`src/rtl/core/prrfq_meta_ram.sv`:
```
// ----------------------------------------------------------------------------
// prrfq_meta_ram
// Per-queue head and fill memory with a registered read, and with a valid
// bit per entry so that unwritten entries read as zero.
// ----------------------------------------------------------------------------
module prrfq_meta_ram #(
	parameter int DEPTH = 64,
	parameter int AW    = 6,
	parameter int DW    = 7
) (
	input  logic          clk,
	input  logic          arst_n,
	input  logic          rd_en,
	input  logic [AW-1:0] rd_addr,
	output logic [DW-1:0] rd_data,
	input  logic          wr_en,
	input  logic [AW-1:0] wr_addr,
	input  logic [DW-1:0] wr_data
);

	logic [DW-1:0]    mem [DEPTH];
	logic [DEPTH-1:0] vld_q;
	logic [DW-1:0]    data_q;
	logic             hit_q;

	always_ff @(posedge clk) begin
		if (wr_en) begin
			mem[wr_addr] <= wr_data;
		end
		if (rd_en) begin
			data_q <= mem[rd_addr];
		end
	end

	always_ff @(posedge clk or negedge arst_n) begin
		if (!arst_n) begin
			vld_q <= '0;
			hit_q <= 1'b0;
		end else begin
			if (wr_en) begin
				vld_q[wr_addr] <= 1'b1;
			end
			if (rd_en) begin
				hit_q <= vld_q[rd_addr];
			end
		end
	end

	assign rd_data = hit_q ? data_q : '0;

endmodule

```
`config.mk`:
```
export PLATFORM = sky130hd
export DESIGN_NAME = prrfq_meta_ram
export DESIGN_NICKNAME = d
export VERILOG_FILES = /design/src/rtl/core/prrfq_meta_ram.sv
export SDC_FILE = /design/constraint.sdc
export NUM_CORES = 1
export LEC_CHECK = 0
export BUFFER_PORTS_ARGS = -buffer_cell sky130_fd_sc_hd__buf_2
export CELL_PAD_IN_SITES_DETAIL_PLACEMENT = 1
export CELL_PAD_IN_SITES_GLOBAL_PLACEMENT = 1
export CORE_ASPECT_RATIO = 1.4
export CORE_MARGIN = 2
export CORE_UTILIZATION = 56
export DETAILED_ROUTE_END_ITERATION = 6
export PLACE_DENSITY = 0.9
export RECOVER_POWER = 100
export SYNTH_ARGS = -nofsm -noshare
export SYNTH_HDL_FRONTEND = slang
export SYNTH_SLANG_ARGS = --single-unit
```
`constraint.sdc`:
```
create_clock -name clk -period 2 [get_ports clk]
set_clock_uncertainty 0.15 [all_clocks]
set_input_delay 0.4 -clock clk [delete_from_list [all_inputs] [get_ports clk]]
set_output_delay 0.4 -clock clk [all_outputs]
set_load 0.02 [all_outputs]
```
Word level (Yosys, flattened, before mapping)
Memory sizes are Yosys's and may differ from the RTL's. A register that Yosys moved wholly into a read port is not among the register bits.
Index checks and enable logic that the tools add are counted.
Storage, ports and cells
  RAM bits: 448
  memories: 1
  input port bits: 23
  bits in registers: 65
  output and inout bits: 7
Operators by class
  bitwise operators: 1
  order comparisons: 3
  reductions and logical operators: 1
  muxes and demuxes: 7
Memory list
  mem: words 64, width 7, rd ports 1, clocked after Yosys merged registers in 1, wr ports 1, RTL line 21  | logic [DW-1:0] mem [DEPTH];
Operators by type and width (number)
  $or A64 B64 Y64: 1
  $lt A6 B7 Y1 const B: 2
  $mux W7: 1
  $bmux W1 S6: 1
  $demux W1 S6: 1
  $ge A6 B1 Y1 const B: 1
  $mux W1: 4
  $logic_and A1 B1 Y1: 1

Logic depth before layout (Yosys ltp)
Gate-level depths: netlist of run 1.
  word-level depth: 5
  gate-level depth with buffers: 8
  depth with buffers taken out: 5

Worst setup path after synthesis of run 1
No wires, ideal clock.
  kind: input port to flip-flop
  from: input rd_addr[1]
  to: register data_q[0], read port of mem (data pin)
  library setup time: 256 ps
  arrival time: 2085 ps
  path slack: -491 ps
  stages on the path: 7
  buffers on the path: 3
  path through: buf_2 buf_2 buf_1 mux4_2 mux4_2 o22ai_1 nor2_1
RTL lines
  start: declaration: RTL line 14  | input logic [AW-1:0] rd_addr,
  end: declaration: RTL line 23  | logic [DW-1:0] data_q;

==> results by group, run 1 <==
Synth
  – Register area share after synthesis: approximately 76%
  – Post-synth cell types: 30
  – Ys Warns: 0
  – Post-Syn Nets: around 970
  – Syn Inst Count: approximately 950
  – #FFs+latches synth: 520
  – Mapped Area: 20200 sq um
  – Post-synthesis average cell area: 21.3 sq um

GRT
  – Gr usage total: 31.0%
  – Initial antenna violation count: 1
  – Largest net degree at the start of global routing: 65
  – Grt total ovfl: 0
  – Global-route wire length before repair: 82500 microns
  – Vias in the first global route: 11.7k

Run
  – Max-cap violations: 0

Drt
  – WL per Instance: 34.6 microns
  – DR vias: 10.7k
  – Drt first-iter violations: 1060
  – Total routed wirelength: around 55000 microns
  – # DRC: 0
  – First drt pass iteration count: 5
  – Post-route antenna net violation count: 0
  – Vias per inst: between 6 and 7

Timing
  – Fin. max-slew vios: 47
  – Tmin final: about 2.2 ns
  – Max frequency: 457 MHz
  – Final hold vios: 0
  – Worst-Margin Slew: 1.51 ns
  – Final worst setup slack: -0.190 ns
  – Post-Route Setup TNS: -2.57 ns
  – Rel. slew slack: -0.550%
  – RSZ-0062 raised after global routing: yes
  – Final setup fails: 35
  – Final period util: 109%

Outcome
  – Violated checks: slew limit, setup timing
  – Status: finished with violations

Final layout
  – Final Core Density: 65.1%
  – # nets final: 1127
  – Share of layout cells above drive strength 1: between 30% and 40%
  – # fillers: 2909
  – Area Growth Syn to Fin: 15.1%
  – Fin area: roughly 23000 sq um

Place
  – Post-DP HPWL: 32900 microns
  – Cell Area, Placed: 21800 sq um
  – Final GP Congestion: 0.908
  – Post-place setup slack: -0.797 ns
  – I/O Buffers: 29

Critical path
  – Startpoint types: register
  – Crit end category: register
  – WP data required: 2.16 ns
  – CP Class: register to register
  – Arrival @ worst endpoint: 2.35 ns
  – Reg2reg start: mem[14][6]
  – Worst-case reg-to-reg path depth: 4
  – Critical path fanouts, max: 1
  – RR Endpoint: data_q[6]
  – Reg2Reg Setup Slack: -0.19 ns

Die
  – Initial Utilization: 56.6%
  – Core area: roughly 36000 sq um
  – Die W: ~160 microns
  – Die Height: 229 microns
  – Die area: about 38000 sq um
  – Row count: 82
  – Ports: 30

Clocking
  – CTS Buf Count: 46
  – Clock transition at path regs: ~0.070 ns
  – H-tree Lvls: 2
  – Latest clock arrival within the worst-skew pair: between 0.5 and 0.6 ns
  – CTS Root Cell: clkbuf_16
  – CTS tree: done
  – Clock sink total: 520
  – Clock Path Buffers: 3

Hold path
  – Hold wc startpoint: rd_addr[5]
  – Worst hold path class: input port to register
  – Hold EP: hit_q
  – WHS Path Cells: 3

Power
  – Worst vdd ir: 1.03 mV
  – Leakage power: slightly below 8 nW
  – PwrDens: between 900 and 1000 nW/um^2
==> logic make-up after synthesis <==
family,synth area share (%)
DFF,75.7
and+or+nand+nor,4.67
muxes,17.6
buffers and inverters,1.18
AOI/OAI and AO/OA,0.842
==> synth_stat cells <==
library cell,number,share of area [%]
edfxtp_1,455,68
mux4_2,149,17
nor2_1,74,1.4
or2_2,66,2.0
dfrtp_1,65,8.1
clkbuf_1,20,0.37
mux2i_1,20,0.99
buf_2,17,0.42
o22ai_1,14,0.43
nand2_1,11,0.20
nand3_1,10,0.25
and2_1,7,0.22
nand2b_1,5,0.15
nor2b_1,5,0.15
a22oi_1,4,0.15
buf_1,4,0.074
buf_6,4,0.22
inv_1,3,0.056
a311oi_1,2,0.087
a31oi_1,2,0.062
nand3b_1,2,0.074
nor3_1,2,0.050
a211oi_1,1,0.037
a21oi_1,1,0.025
a41o_1,1,0.050
buf_4,1,0.037
nand4_1,1,0.031
nand4b_1,1,0.043
or3_1,1,0.031
or3b_2,1,0.043
==> per-layer routing <==
layer	routed length, microns	global-route usage (%)	vias up	part of all wire, %
met2	27900	50.5	683	50
met4	3910	17.0	2	7.1
met1	19400	39.8	5626	35
met5	12	0	-	0.022
li1	-	-	4172	-
met3	4200	5.68	219	7.6
==> stage by stage <==
stage / std cells / power (mW) / hold WS (ns)
after floorplan: 949 / 13.4 / -0.0456
after global placement: 1514 / 14.0 / 0.197
after detailed placement: 1514 / 14.2 / 0.211
after CTS: 1598 / 23.0 / 0.150
after global routing: 1599 / 23.5 / 0.229
final: 1600 / 23.0 / 0.241
==> cells in the final DEF, fill, tap and decap left out, types with 11 or more instances in the layout <==
cell       instances
nor2_1            66
buf_2             15
or2_2             66
clkbuf_1          49
dfrtp_1           65
edfxtp_1         455
clkbuf_16         48
mux2i_1           20
mux4_2           149
clkbuf_2          45
nand2_1           11
buf_4             39
==> worst max-delay path by stage <==
stage,startpoint,endpoint,slack [ns],cells after the start
after CTS,mem[48][0],data_q[0],-0.18,4
final,mem[14][6],data_q[6],-0.19,4
after global placement,rd_addr[0],data_q[2],-0.78,7
after detailed placement,rd_addr[0],data_q[3],-0.80,7
after floorplan,rd_addr[0],data_q[1],-0.32,7
after global routing,mem[48][0],data_q[0],-0.23,4
==> state kept, by name, summed over array words and instances, names as in the netlist <==
signal / count
vld_q: 64
data_q: 7
mem: 448
hit_q: 1
==> power by group <==
part	leakage (nW)	switching, mW	internal (mW)
registers	4.91	0.236	12.1
logic	2.27	0.974	0.799
clock network	0.717	3.85	4.98
total	7.90	5.06	17.9
==> repair_timing <==
action / 4_1_cts / 5_1_grt
pin swaps: 7 / 6
buffers inserted: 0 / 0
endpoints found under the hold margin: 16 / 0
setup endpoints to repair: 7 / 10
hold buffers: 1 / 0
cloned: 2 / 1
resized for setup: 15 / 5
==> critical path, stage by stage (launching register included) <==
cell	delay [ns]
edfxtp_1	0.39
mux4_2	0.52
mux4_2	0.61
o22ai_4	0.18
nor2_1	0.07
==> area by class of cell <==
cell class | count | area [sq um] | share of cell area [%]
Clock inverter | 16 | 178 | 0.764
Inverter | 3 | 11.3 | 0.0484
Timing Repair Buffer | 153 | 1110 | 4.77
Multi-Input combinational cell | 380 | 4790 | 20.6
Clock buffer | 65 | 1280 | 5.52
Sequential cell | 520 | 15300 | 65.8
Tap cell | 462 | 578 | 2.49
Antenna cell | 1 | 2.50 | 0.0108
No activity file was read; power rests on OpenSTA's default activity.
==> inputs of run 2 (changes only) <==
Settings changed: PLACE_DENSITY 0.9 to not set, PLACE_DENSITY_LB_ADDON set to 0.1.
==> results by group, run 2 (synthesis gave the netlist of run 1 again) <==
Outcome
  – Status: finished with violations
  – Violated checks: setup timing

Final layout
  – Final Core Density: 65.4% (+0.27 points)
  – Reg area: 15300 sq um (unchanged)
  – Regs by FF count: mem (448), vld_q (64), data_q (7)
  – Share of layout cells above drive strength 1: 34.1% (-2.1 points)
  – Fin area: 23300 sq um (+0.41%)
  – Max FFs per register: 448 (unchanged)
  – # fillers: 2958 (+1.7%)
  – Area Growth Syn to Fin: 15.5%
  – Fin cells: 1612 (+0.75%)
  – Commonest non-fill, non-tap cell in the layout: edfxtp_1
  – Multi-input combinational cell area: 4730 sq um (-1.2%)
  – Commonest cells after routing, fill and taps aside: edfxtp_1, mux4_2, clkbuf_1
  – # diodes: 0 (-1)
  – # nets final: 1135 (+0.71%)
  – Most flop-heavy register: mem

Timing
  – Rel. slew slack: 5.64% (+6.2 points)
  – Max frequency: 444 MHz (-2.9%)
  – Final hold vios: 0 (unchanged)
  – Worst-Margin Slew: 1.42 ns (-0.0928 ns)
  – Final worst setup slack: -0.254 ns (-0.0647 ns)
  – RSZ-0062 raised after global routing: yes
  – Post-Route Setup TNS: -1.88 ns (+0.685 ns)
  – Final setup fails: 18 (-49%)
  – Tmin final: 2.25 ns (+0.0647 ns)
  – Fin. max-slew vios: 0 (-100%)
  – Final period util: 113% (+3.2 points)
  – Worst hold slack: 0.247 ns (+0.00650 ns)

Clocking
  – CTS Buf Count: 48 (+4.3%)
  – Clock transition at path regs: 0.06 ns (about the same)
  – Clock sink total: 520 (unchanged)
  – Clock Path Buffers: 3 (unchanged)
  – Latest clock arrival within the worst-skew pair: 0.57 ns (about the same)
  – CTS tree: done
  – H-tree Lvls: 2 (unchanged)
  – CTS Root Cell: clkbuf_16
  – Post-CTS Repair Setup Buffers: 0 (unchanged)

Critical path
  – Startpoint types: register
  – RR Endpoint: data_q[4]
  – CP Class: register to register
  – Crit end category: register
  – Arrival @ worst endpoint: 2.43 ns (+0.08 ns)
  – Reg2Reg Setup Slack: -0.25 ns (-0.06 ns)
  – Reg2reg start: mem[39][4]
  – Critical path fanouts, max: 1 (unchanged)
  – Worst-case reg-to-reg path depth: 5 (+1)
  – WP data required: 2.18 ns (+0.02 ns)

Place
  – Post-DP HPWL: 32500 microns (-1.1%)
  – I/O Buffers: 29 (unchanged)
  – Final GP Congestion: 0.866 (-4.6%)
  – Cells after DPL: 1520 (+0.40%)
  – Cell Area, Placed: 21900 sq um (+0.38%)
  – Post-place setup slack: -1.03 ns (-0.230 ns)

Drt
  – DR vias: 10.1k (-5.9%)
  – WL per Instance: 30.7 microns (-11%)
  – Total routed wirelength: 49500 microns (-11%)
  – Drt first-iter violations: 869 (-18%)
  – # DRC: 0 (unchanged)
  – Vias per inst: 6.25 (-6.6%)
  – Post-route antenna net violation count: 0 (unchanged)
  – First drt pass iteration count: 5 (unchanged)

GRT
  – Largest net degree at the start of global routing: 65 (unchanged)
  – Grt total ovfl: 0 (unchanged)
  – Global-route wire length before repair: 73800 microns (-11%)
  – Vias in the first global route: 11.2k (-4.6%)
  – Initial antenna violation count: 1 (unchanged)
  – Gr usage total: 27.5% (-3.5 points)

Run
  – Max-cap violations: 0 (unchanged)

Die
  – Ports: 30 (unchanged)
  – Initial Utilization: 56.6% (unchanged)
  – Die area: 37600 sq um (unchanged)
  – Die W: 165 microns (unchanged)
  – Die Height: 229 microns (unchanged)
  – Row count: 82 (unchanged)
  – Core area: 35700 sq um (unchanged)

Power
  – Leakage power: 7.87 nW (-0.28%)
  – Final Total Pwr: 23.3 mW (+1.6%)
  – PwrDens: 1000 nW/um^2 (+1.1%)
  – Worst vdd ir: 0.900 mV (-12%)

Hold path
  – WHS Path Cells: 4 (+1)
  – Worst hold path class: input port to register
  – Hold wc startpoint: wr_addr[1]
  – Hold EP: vld_q[50]
[run 2: per-layer routing]
metal	vias up	global-route usage (%)	wire, microns
met4	2	10.1	1870
met5	-	0	13
li1	4195	-	-
met2	380	47.6	26400
met1	5399	35.6	18600
met3	93	3.94	2600
[run 2: power by group]
group	internal, mW	leakage (nW)	switching, mW
sequential	12.1	4.91	0.198
clock	5.42	0.775	3.91
combinational	0.800	2.19	0.868
total	18.4	7.87	4.97
[run 2: worst max-delay path by stage]
stage | endpoint | slack, ns | start | cells after the start
final | data_q[4] | -0.25 | mem[39][4] | 5
after global routing | data_q[4] | -0.31 | mem[39][4] | 5
after CTS | data_q[4] | -0.27 | mem[39][4] | 5
after global placement | data_q[0] | -1.01 | rd_addr[0] | 7
after detailed placement | data_q[0] | -1.03 | rd_addr[0] | 7
after floorplan | data_q[1] | -0.32 | rd_addr[0] | 7
[run 2: critical path, cell delays in order (launching register included)]
cell and delay (ns):
edfxtp_1 0.37, mux4_2 0.53, mux4_2 0.59, o22ai_2 0.21, buf_6 0.13, nor2_2 0.03
[run 2: final cells by class]
type / count / area share [%]
clock buffer: 65 / 5.68
clock inverter: 23 / 1.14
inverter: 3 / 0.0482
multi-input combinational: 380 / 20.3
sequential: 520 / 65.5
tap: 462 / 2.48
timing repair buffer: 159 / 4.86
[run 2: timing repair]
item	4_1_cts	5_1_grt
endpoints found under the hold margin	18	0
pin swaps	0	2
cloned	1	2
resized for setup	10	4
hold buffers	1	0
endpoints found under the setup margin	7	12
