**config.mk**
```make
export PLATFORM = sky130hd
export DESIGN_NAME = prrfq_pick
export DESIGN_NICKNAME = d
export VERILOG_FILES = /design/src/rtl/core/prrfq_pkg.sv /design/src/rtl/core/prrfq_pick.sv
export SDC_FILE = /design/constraint.sdc
export NUM_CORES = 1
export LEC_CHECK = 0
export BUFFER_PORTS_ARGS = -buffer_cell sky130_fd_sc_hd__clkbuf_2
export CORE_ASPECT_RATIO = 0.9
export CORE_MARGIN = 3
export CORE_UTILIZATION = 49
export DETAILED_ROUTE_END_ITERATION = 10
export MAX_ROUTING_LAYER = met4
export PLACE_DENSITY = 0.89
export SETUP_SLACK_MARGIN = 0.02
export SYNTH_ARGS = -nofsm -noshare
export SYNTH_HDL_FRONTEND = slang
export SYNTH_SLANG_ARGS = --single-unit
export TNS_END_PERCENT = 1
```
**constraint.sdc**
```tcl
create_clock -name vclk -period 15.4
set_input_delay 4.62 -clock vclk [all_inputs]
set_output_delay 4.62 -clock vclk [all_outputs]
set_load 0.02 [all_outputs]
```
**src/rtl/core/prrfq_pkg.sv**
```systemverilog
// ----------------------------------------------------------------------------
// prrfq_pkg
// Shared types, codes and default sizes for the priority round-robin flow
// queue.
// ----------------------------------------------------------------------------
package prrfq_pkg;

	localparam int NUM_PRIORITIES = 4;
	localparam int NUM_FLOWS      = 16;
	localparam int QUEUE_DEPTH    = 8;
	localparam int TAG_BITS       = 16;

	// widest indexes the picker can report (parameter ranges)
	localparam int FLOW_IDX_MAX_BITS = 8;
	localparam int LVL_IDX_MAX_BITS  = 4;

	localparam logic [1:0] OP_ENQUEUE = 2'd0;
	localparam logic [1:0] OP_DEQUEUE = 2'd1;
	localparam logic [1:0] OP_FLUSH   = 2'd2;
	localparam logic [1:0] OP_UNUSED  = 2'd3;

	localparam logic [1:0] STAT_OK    = 2'd0;
	localparam logic [1:0] STAT_EMPTY = 2'd1;
	localparam logic [1:0] STAT_FULL  = 2'd2;

	typedef struct packed {
		logic [1:0]  operation;
		logic [3:0]  flow;
		logic [1:0]  priority_req;
		logic [15:0] packet_tag;
	} req_t;

	typedef struct packed {
		logic [1:0]  status;
		logic [15:0] out_tag;
		logic [3:0]  out_flow;
		logic [1:0]  out_priority;
		logic [3:0]  flushed_count;
		logic [9:0]  total_count;
	} rsp_t;

	typedef struct packed {
		logic                         found;
		logic [FLOW_IDX_MAX_BITS-1:0] flow;
		logic [LVL_IDX_MAX_BITS-1:0]  level;
	} pick_t;

endpackage

```
**src/rtl/core/prrfq_pick.sv**
```systemverilog
// ----------------------------------------------------------------------------
// prrfq_pick
// Dequeue selection: lowest busy level, then the first non-empty flow at or
// after that level's round-robin pointer, wrapping.
// ----------------------------------------------------------------------------
module prrfq_pick #(
	parameter int NP = 4,
	parameter int NF = 16,
	parameter int PW = 2,
	parameter int FW = 4
) (
	input  logic [NP*NF-1:0]    nonempty,
	input  logic [NP-1:0]       level_busy,
	input  logic [NP*(FW+1)-1:0] rr_ptr,
	output prrfq_pkg::pick_t    pick
);

	logic          lvl_hit;
	logic [PW-1:0] lvl;
	logic [NF-1:0] row;
	logic [FW:0]   ptr;
	logic [FW-1:0] start;
	logic          hit_hi;
	logic          hit_lo;
	logic [FW-1:0] f_hi;
	logic [FW-1:0] f_lo;

	always_comb begin
		lvl_hit = 1'b0;
		lvl     = '0;
		for (int l = 0; l < NP; l++) begin
			if (!lvl_hit && level_busy[l]) begin
				lvl_hit = 1'b1;
				lvl     = PW'(l);
			end
		end
		row   = nonempty[lvl*NF +: NF];
		ptr   = rr_ptr[lvl*(FW+1) +: (FW+1)];
		start = (ptr >= (FW+1)'(NF)) ? '0 : ptr[FW-1:0];
		hit_hi = 1'b0;
		hit_lo = 1'b0;
		f_hi   = '0;
		f_lo   = '0;
		for (int f = 0; f < NF; f++) begin
			if (!hit_hi && row[f] && (f >= int'(start))) begin
				hit_hi = 1'b1;
				f_hi   = FW'(f);
			end
			if (!hit_lo && row[f]) begin
				hit_lo = 1'b1;
				f_lo   = FW'(f);
			end
		end
		pick.found = lvl_hit && hit_lo;
		pick.flow  = prrfq_pkg::FLOW_IDX_MAX_BITS'(hit_hi ? f_hi : f_lo);
		pick.level = prrfq_pkg::LVL_IDX_MAX_BITS'(lvl);
	end

endmodule

```
* Yosys cells after proc, flatten, opt, wreduce, memory -nomap -nowiden *
Index checks and enable logic that the tools add are counted.

storage, ports and cells
  bits of input ports = 88
  output and inout port bits = 13
  word-level logic and storage cells = 172
  register bits = 0

operators by class
  muxes and demuxes = 71
  reductions and logical operators = 82
  shift-type cells = 2
  multiply operators = 1
  $lt $le $gt $ge = 16

operators with widths
  operator                                                                            count
  4-bit two-way mux                                                                   30
  64-bit by 7-bit indexed part select with 16-bit output                              1
  1-bit logical AND                                                                   49
  1-bit two-way mux                                                                   39
  1-bit zero test                                                                     33
  4-bit greater-or-equal comparator, first input constant                             7
  20-bit by 6-bit indexed part select with 5-bit output                               1
  3-bit by 4-bit greater-or-equal comparator with 1-bit output, first input constant  4
  1-bit by 4-bit greater-or-equal comparator with 1-bit output, first input constant  2
  2-bit by 4-bit greater-or-equal comparator with 1-bit output, first input constant  2
  5-bit greater-or-equal comparator, second input constant                            1
  2-bit by 3-bit multiplier with 5-bit output, second input constant                  1
  2-bit two-way mux                                                                   2

* Logic depth before layout (Yosys ltp) *
Gate-level depths: netlist of run 1.

  word-level depth = 77
  gate-level depth with buffers = 11
  mapped depth without buffers = 8

* Least setup slack after synthesis of run 1 *
Ideal clock, no wire load.

  kind = input to output
  start = input port level_busy[1]
  end = output port pick[4] (netlist bit)
  arrival = 6.935 ns
  setup slack = 3.845 ns
  data required time = 10.780 ns
  stages = 8
  buffers on the path = 1
  path through = buf_2 nor3_2 mux4_2 or2_2 o311a_1 or2_2 a221oi_2 a21o_1

RTL lines
  item                line              source
  start: declaration  prrfq_pick.sv:13  input logic [NP-1:0] level_busy,
  end: declaration    prrfq_pick.sv:15  output prrfq_pkg::pick_t pick

==> results.cfg, run 1 <==
[status]
status = finished, final reports clean

[cells_and_area]
seq_area_um2 = 0
area_growth_pct = 25.4
num-nets-final = 398
layout_commonest_cell = clkbuf_2
design.seq.count = 0
fillers = 287
diodes = 0
layout_common_cells = clkbuf_2, a21oi_1, nor2_1, o21ai_0, or3_1
drive_gt1_share_pct = 39.6
clkbuf_count = 0

[sta]
slew_headroom_pct = 50.4
fin_crit_ps = 12530
setup_tns_ps = 0
worst_slack_ps = 2870
fin_crit_sh_pct = 81.4
finalHoldViolCount = 0
drv_slew = 0
setup_viol = 0
worst-slew-pin-transition_ps = 741
fmax_ghz = 0.0798
rsz0062_at_grt = no

[placed_design]
post-place-ws_ps = 3000
place_congestion = 0.937
portBuffers = 95
hpwl_mm = 4.37

[critical_path]
slowest_stage = or2b_1
cp_cell_sequence = clkbuf_2 -> or2b_1 -> o221ai_1 -> nor2_1 -> a31oi_1 -> o21ai_0 -> nand3_2 -> or3_1 -> a21o_1 -> clkbuf_2
path_class = input pin to output port
end_kind = output port
worstPathRequired_ps = 10780
cpPeakStageDelay_ps = 610
worst_ep_arrival_time_ps = 7910
path_max_fanout = 25
path_common_cell = clkbuf_2
worstSetupStartpointType = input pin

[floorplan]
die_width_um = 66.4
start_util_pct = 52.1
rows = 19
coreArea_um2 = 3090
die_h_um = 60.4
floorplan.die_area_um2 = 4010
io_pins = 101

[power]
p_comb_share_pct = 100.0
p_seq_share_pct = 0
swShare_pct = 57.4
ir_drop_mv = 0.0218
power.density_nw_per_um2 = 36.8
clock_power_share_pct = 0
p_int_w = 0.0000316
switchingPower_w = 0.0000427
p_leak_nw = 0.886

[hold_path]
hold_class = input pin to output port

[global_route]
grt_max_degree = 40
gr-total-overflow = 0
grt_pass1_vias = 1937
track_usage_pct = 26.4
grt_antenna_before_repair = 0
grt_first_pass_wirelength_mm = 8.40

[logic_synthesis]
ys_types = 66
synth_cells = 229
ys_seq_area_share_pct = 0
yosysWarnings = 0
netlist_area_um2 = 1610
syn_avg_cell_area_um2 = 7.03

[detailed_routing]
drtPass1Iterations = 4
drt_iter0_markers = 217
viasPerCell = 6.36
drt_wl_total_mm = 5.40
drc = 0
vias = 2226
drtAntennaViolNets = 0
wire_per_inst_um = 15.4

[flow_run]
max_cap_viol_count = 0

[cts]
cts_setup_buffers = 0
post_cts_resized = 0
ctsHoldBuffers = 0
==> layer usage <==
layer / up-vias / track usage [%] / routed length, um
met5: - / - / 0
li1: 1073 / - / -
met4: 0 / 4.93 / 91
met2: 135 / 44.8 / 2530
met1: 1006 / 34.3 / 2230
met3: 12 / 2.78 / 546
==> worst paths after layout <==
| path | depth (start not counted) | slack [ps] | from | end |
|---|---|---|---|---|
| setup / recovery | 10 | 2870 | level_busy[1] | pick[4] |
| hold / removal | 3 | 9900 | level_busy[0] | pick[1] |
==> critical path: cells and delay by family <==
kind	cells	cell delay [ps]
compound gates	4	1080
simple gates	4	1760
buf+inv	2	430
==> synthesized netlist by cell type (all sizes together), types with 2 or more instances <==
library cell	instances	area (um^2)
or3	12	80.1
a21o	4	30.0
a31oi	5	31.3
and3	2	12.5
clkbuf	2	7.51
or2	3	18.8
or4	2	15.0
a21oi	20	100
a2bb2oi	3	26.3
mux4	4	90.1
buf	19	130
o221a	4	53.8
nand2	9	33.8
o22ai	4	25.0
nor4b	3	26.3
nand3	5	30.0
o21a	4	30.0
o221ai	10	105
o21bai	3	22.5
a32oi	3	33.8
and2	3	18.8
nor3b	5	37.5
nand2b	4	25.0
nand4	2	12.5
nor3	8	45.0
nor2b	9	56.3
inv	6	22.5
or3b	6	52.6
nor2	19	76.3
o211ai	6	45.0
nand3b	2	15.0
o21ai	15	75.1
==> power groups by stage <==
stage               combinational [W]  sequential [W]  clock, W
floorplan                   0.0000522               0         0
global placement            0.0000723               0         0
detailed placement          0.0000723               0         0
CTS                         0.0000728               0         0
global route                0.0000808               0         0
finish                      0.0000743               0         0
==> final cells by class <==
| cell class | count | area, um^2 | share of cell area (%) |
|---|---|---|---|
| multi-input combinational | 206 | 1470 | 72.6 |
| inverter | 7 | 26.3 | 1.30 |
| timing repair buffer | 95 | 475 | 23.5 |
| tap | 42 | 52.6 | 2.60 |
==> stage by stage <==
| stage | area (um^2) | total power, W | hold WS (ps) | util (%) | std cells |
|---|---|---|---|---|---|
| after floorplan | 1630 | 0.0000522 | 9460 | - | 234 |
| after global placement | 2020 | 0.0000723 | 9900 | 65.3 | 350 |
| after detailed placement | 2020 | 0.0000723 | 9900 | 65.3 | 350 |
| after CTS | 2020 | 0.0000728 | 9900 | 65.3 | 350 |
| after global routing | 2020 | 0.0000808 | 9960 | 65.3 | 350 |
| final | 2020 | 0.0000743 | 9900 | 65.3 | 350 |
==> cell families after synthesis <==
group	count (synthesis)	synth area share, %
buffers and inverters	28	10.2
other	1	0.233
AND/OR/NAND/NOR	99	38.5
AO/OA/AOI/OAI	97	45.5
multiplexers	4	5.59
(Power assumes the default switching activity.)
==> run 2: changes to the inputs <==
--- a/config.mk
+++ b/config.mk
@@ -8,10 +8,10 @@
 export BUFFER_PORTS_ARGS = -buffer_cell sky130_fd_sc_hd__clkbuf_2
 export CORE_ASPECT_RATIO = 0.9
 export CORE_MARGIN = 3
-export CORE_UTILIZATION = 49
+export CORE_UTILIZATION = 41
 export DETAILED_ROUTE_END_ITERATION = 10
 export MAX_ROUTING_LAYER = met4
-export PLACE_DENSITY = 0.89
+export PLACE_DENSITY = 0.79
 export SETUP_SLACK_MARGIN = 0.02
 export SYNTH_ARGS = -nofsm -noshare
 export SYNTH_HDL_FRONTEND = slang
==> constraint.sdc (replaced) <==
create_clock -name vclk -period 11.1
set_input_delay 3.33 -clock vclk [all_inputs]
set_output_delay 3.33 -clock vclk [all_outputs]
set_load 0.02 [all_outputs]
==> run 2 against run 1 <==
  * First-iteration DRC count decreased by 20%
  * Final cell count increased by 0.57%
  * Combinational power increased by 39%
  * Sequential share of layout area unchanged
  * Critical path depth decreased by 1
  * Utilization decreased by 8.8 points
  * Via count decreased by 1.8%
  * Setup slack got worse by 1700 ps
  * Critical path type unchanged
  * Critical endpoint is now pick[6]
==> results.cfg, run 2 (synthesis gave the netlist of run 1 again) <==
[global_route]
track_usage_pct = 22.7
grt_first_pass_wirelength_mm = 8.83
use_met2_pct = 38.9
grt_pass1_vias = 1994
gr-total-overflow = 0
grt_busiest_layer = met2
use_met3_pct = 1.22
grt_antenna_before_repair = 0
gr-usage-met1_pct = 30.2
grt_max_degree = 40

[detailed_routing]
drt_iter0_markers = 173
drtPass1Iterations = 5
viasPerCell = 6.21
wire_per_inst_um = 15.6
vias = 2187
drtAntennaViolNets = 0
drt_wl_total_mm = 5.47
drc = 0

[cells_and_area]
fillers = 354
seq_area_um2 = 0
clkbuf_count = 0
layout_commonest_cell = clkbuf_2
design.seq.count = 0
diodes = 0
layout_common_cells = clkbuf_2, a21oi_1, nor2_1, o21ai_0, or3_1
num-nets-final = 398
multi_input_area_um2 = 1470
area_growth_pct = 25.6
drive_gt1_share_pct = 39.6

[sta]
worst-slew-pin-transition_ps = 752
finalHoldViolCount = 0
fin_crit_sh_pct = 89.6
holdWs_ps = 7330
drv_slew = 0
fin_crit_ps = 9950
setup_tns_ps = 0
rsz0062_at_grt = no
setup_viol = 0
slew_headroom_pct = 49.7
fmax_ghz = 0.101

[cts]
cts_setup_buffers = 0
ctsHoldBuffers = 0
post_cts_resized = 0

[floorplan]
die_width_um = 72.1
floorplan.die_area_um2 = 4720
rows = 20
start_util_pct = 45.0
die_h_um = 65.5
io_pins = 101
coreArea_um2 = 3580

[power]
p_int_w = 0.0000439
ir_drop_mv = 0.0223
switchingPower_w = 0.0000592
power.density_nw_per_um2 = 51.0
p_comb_share_pct = 100.0
p_leak_nw = 0.886
swShare_pct = 57.4
power_w = 0.000103
p_seq_share_pct = 0
clock_power_share_pct = 0

[critical_path]
worstSetupStartpointType = input pin
path_class = input pin to output port
worstPathRequired_ps = 7770
end_kind = output port
worst_ep_arrival_time_ps = 6620
path_max_fanout = 25

[status]
status = finished, final reports clean

[hold_path]
hold_class = input pin to output port

[placed_design]
portBuffers = 95
hpwl_mm = 4.52
place_congestion = 0.976

[flow_run]
max_cap_viol_count = 0
==> run 2: cell counts in the layout (fill, tap and decap cells not counted) <==
No cell type changed its count.
==> run 2: final cells by class <==
| cell class | instances | share of cell area, % |
|---|---|---|
| multi-input combinational | 206 | 72.5 |
| timing repair buffer | 95 | 23.5 |
| tap | 44 | 2.72 |
| inverter | 7 | 1.30 |
==> run 2: per-stage QoR <==
stage	setup WS (ps)	instance area, um^2	util, %	instances
after global routing	882	2020	56.5	352
final	1150	2020	56.5	352
after CTS	1230	2020	56.5	352
after floorplan	2130	1630	-	234
after detailed placement	1240	2020	56.5	352
after global placement	1350	2020	56.5	352
==> run 2: worst paths after layout <==
path	start	endpoint	depth (start not counted)
worst max-delay path	level_busy[1]	pick[6]	9
worst min-delay path	level_busy[0]	pick[1]	3
==> run 2: per-layer routing <==
metal,part of all wire [%],wire length [um]
met2,48,2650
met3,8.4,459
met5,0,0
met4,1.2,68
met1,42,2300
==> run 2: power groups by stage <==
| stage | clock network (W) | registers [W] | logic (W) |
|---|---|---|---|
| after floorplan | 0 | 0 | 0.0000724 |
| after global placement | 0 | 0 | 0.000100 |
| after detailed placement | 0 | 0 | 0.000101 |
| after CTS | 0 | 0 | 0.000101 |
| after global routing | 0 | 0 | 0.000113 |
| final | 0 | 0 | 0.000103 |
==> run 2: critical path: stages <==
cell       delay (ps)
clkbuf_2          300
or2b_1            580
o221ai_1          210
nor2_1            610
a31oi_1           260
o21ai_0           450
o2111ai_1         340
o32ai_1           330
clkbuf_2          210
==> run 3: changes to the inputs <==
--- a/config.mk
+++ b/config.mk
@@ -8,10 +8,10 @@
 export BUFFER_PORTS_ARGS = -buffer_cell sky130_fd_sc_hd__clkbuf_2
 export CORE_ASPECT_RATIO = 0.9
 export CORE_MARGIN = 3
-export CORE_UTILIZATION = 41
+export CORE_UTILIZATION = 49
 export DETAILED_ROUTE_END_ITERATION = 10
 export MAX_ROUTING_LAYER = met4
-export PLACE_DENSITY = 0.79
+export PLACE_DENSITY = 0.89
 export SETUP_SLACK_MARGIN = 0.02
 export SYNTH_ARGS = -nofsm -noshare
 export SYNTH_HDL_FRONTEND = slang
==> constraint.sdc (replaced) <==
create_clock -name vclk -period 12.3
set_input_delay 3.69 -clock vclk [all_inputs]
set_output_delay 3.69 -clock vclk [all_outputs]
set_load 0.02 [all_outputs]
==> run 3 against run 2 <==
  * Highest routed layer unchanged
  * Sequential share of layout area stayed put
  * Clock-buffer cell count unchanged
  * Critical endpoint is now pick[4]
  * Critical path depth is 1 higher
  * Final cell count down 0.57%
  * Total power fell by 9.5%
==> results.cfg, run 3 (synthesis gave the netlist of run 1 again) <==
[floorplan]
start_util_pct = 52.1
rows = 19
die_width_um = 66.4
floorplan.die_area_um2 = 4010
io_pins = 101
coreArea_um2 = 3090
die_h_um = 60.4

[placed_design]
portBuffers = 95
place_congestion = 0.936
post-place-ws_ps = 1750
hpwl_mm = 4.42

[critical_path]
worst_ep_arrival_time_ps = 7010
path_max_fanout = 25
slowest_stage = nor2_1
worstSetupStartpointType = input pin
cp_cell_sequence = clkbuf_2 -> or2b_1 -> o221ai_1 -> nor2_1 -> a31oi_1 -> o21ai_0 -> nand3_2 -> or3_1 -> a21o_1 -> clkbuf_2
path_class = input pin to output port
path_common_cell = clkbuf_2
worstPathRequired_ps = 8610
end_kind = output port
cpPeakStageDelay_ps = 620

[sta]
drv_slew = 0
setup_viol = 0
worst_slack_ps = 1600
fmax_ghz = 0.0934
fin_crit_sh_pct = 87.0
rsz0062_at_grt = no
holdWs_ps = 8060
fin_crit_ps = 10700
slew_headroom_pct = 49.2
finalHoldViolCount = 0
worst-slew-pin-transition_ps = 760
setup_tns_ps = 0

[detailed_routing]
viasPerCell = 6.34
drt_wl_total_mm = 5.45
drtPass1Iterations = 4
drt_iter0_markers = 242
drc = 0
vias = 2219
wire_per_inst_um = 15.6
drtAntennaViolNets = 0

[cts]
post_cts_resized = 0
ctsHoldBuffers = 0
cts_setup_buffers = 0

[global_route]
gr-total-overflow = 0
grt_busiest_layer = met2
grt_pass1_vias = 1924
grt_antenna_before_repair = 0
gr-usage-met1_pct = 36.5
use_met2_pct = 44.7
use_met3_pct = 2.22
grt_max_degree = 40
grt_first_pass_wirelength_mm = 8.52
track_usage_pct = 26.8

[cells_and_area]
area_growth_pct = 25.4
diodes = 0
fillers = 303
design.seq.count = 0
clkbuf_count = 0
drive_gt1_share_pct = 39.6
seq_area_um2 = 0
layout_common_cells = clkbuf_2, a21oi_1, nor2_1, o21ai_0, or3_1
layout_commonest_cell = clkbuf_2
num-nets-final = 398

[hold_path]
hold_class = input pin to output port

[power]
power.density_nw_per_um2 = 46.2
ir_drop_mv = 0.0223
power_w = 0.0000932
p_leak_nw = 0.886

[status]
status = finished, final reports clean

[flow_run]
max_cap_viol_count = 0
## run 3: final timing paths
kind / from / end / slack (ps) / cells after the start
worst max-delay path: level_busy[1] / pick[4] / 1600 / 10
worst min-delay path: level_busy[0] / pick[1] / 8060 / 3
## run 3: area by class of cell
type / count / area [um^2] / area share (%)
well taps: 42 / 52.6 / 2.60
multi-input cells: 206 / 1470 / 72.6
inverters: 7 / 26.3 / 1.30
repair buffers: 95 / 475 / 23.5
## run 3: critical path, delay by kind of cell
family / cells / cell delay (ps)
AO/OA/AOI/OAI: 4 / 1120
buffers and inverters: 2 / 440
AND/OR/NAND/NOR: 4 / 1770
## run 3: power by group
| group | internal (W) | switching [W] |
|---|---|---|
| Sequential | 0 | 0 |
| Combinational | 0.0000396 | 0.0000536 |
| Clock | 0 | 0 |
| Total | 0.0000396 | 0.0000536 |
## run 3: metal layers
layer | vias to the layer above | share of wire (%)
li1 | 1068 | -
met1 | 1023 | 43
met2 | 124 | 47
met3 | 4 | 8.8
met4 | 0 | 0.62
met5 | - | 0
## run 3: stage by stage
stage	cells	cell area [um^2]	util, %
6_report	350	2020	65.3
2_1_floorplan	234	1630	-
4_1_cts	350	2020	65.3
3_3_place_gp	350	2020	65.3
3_5_place_dp	350	2020	65.3
5_1_grt	350	2020	65.3
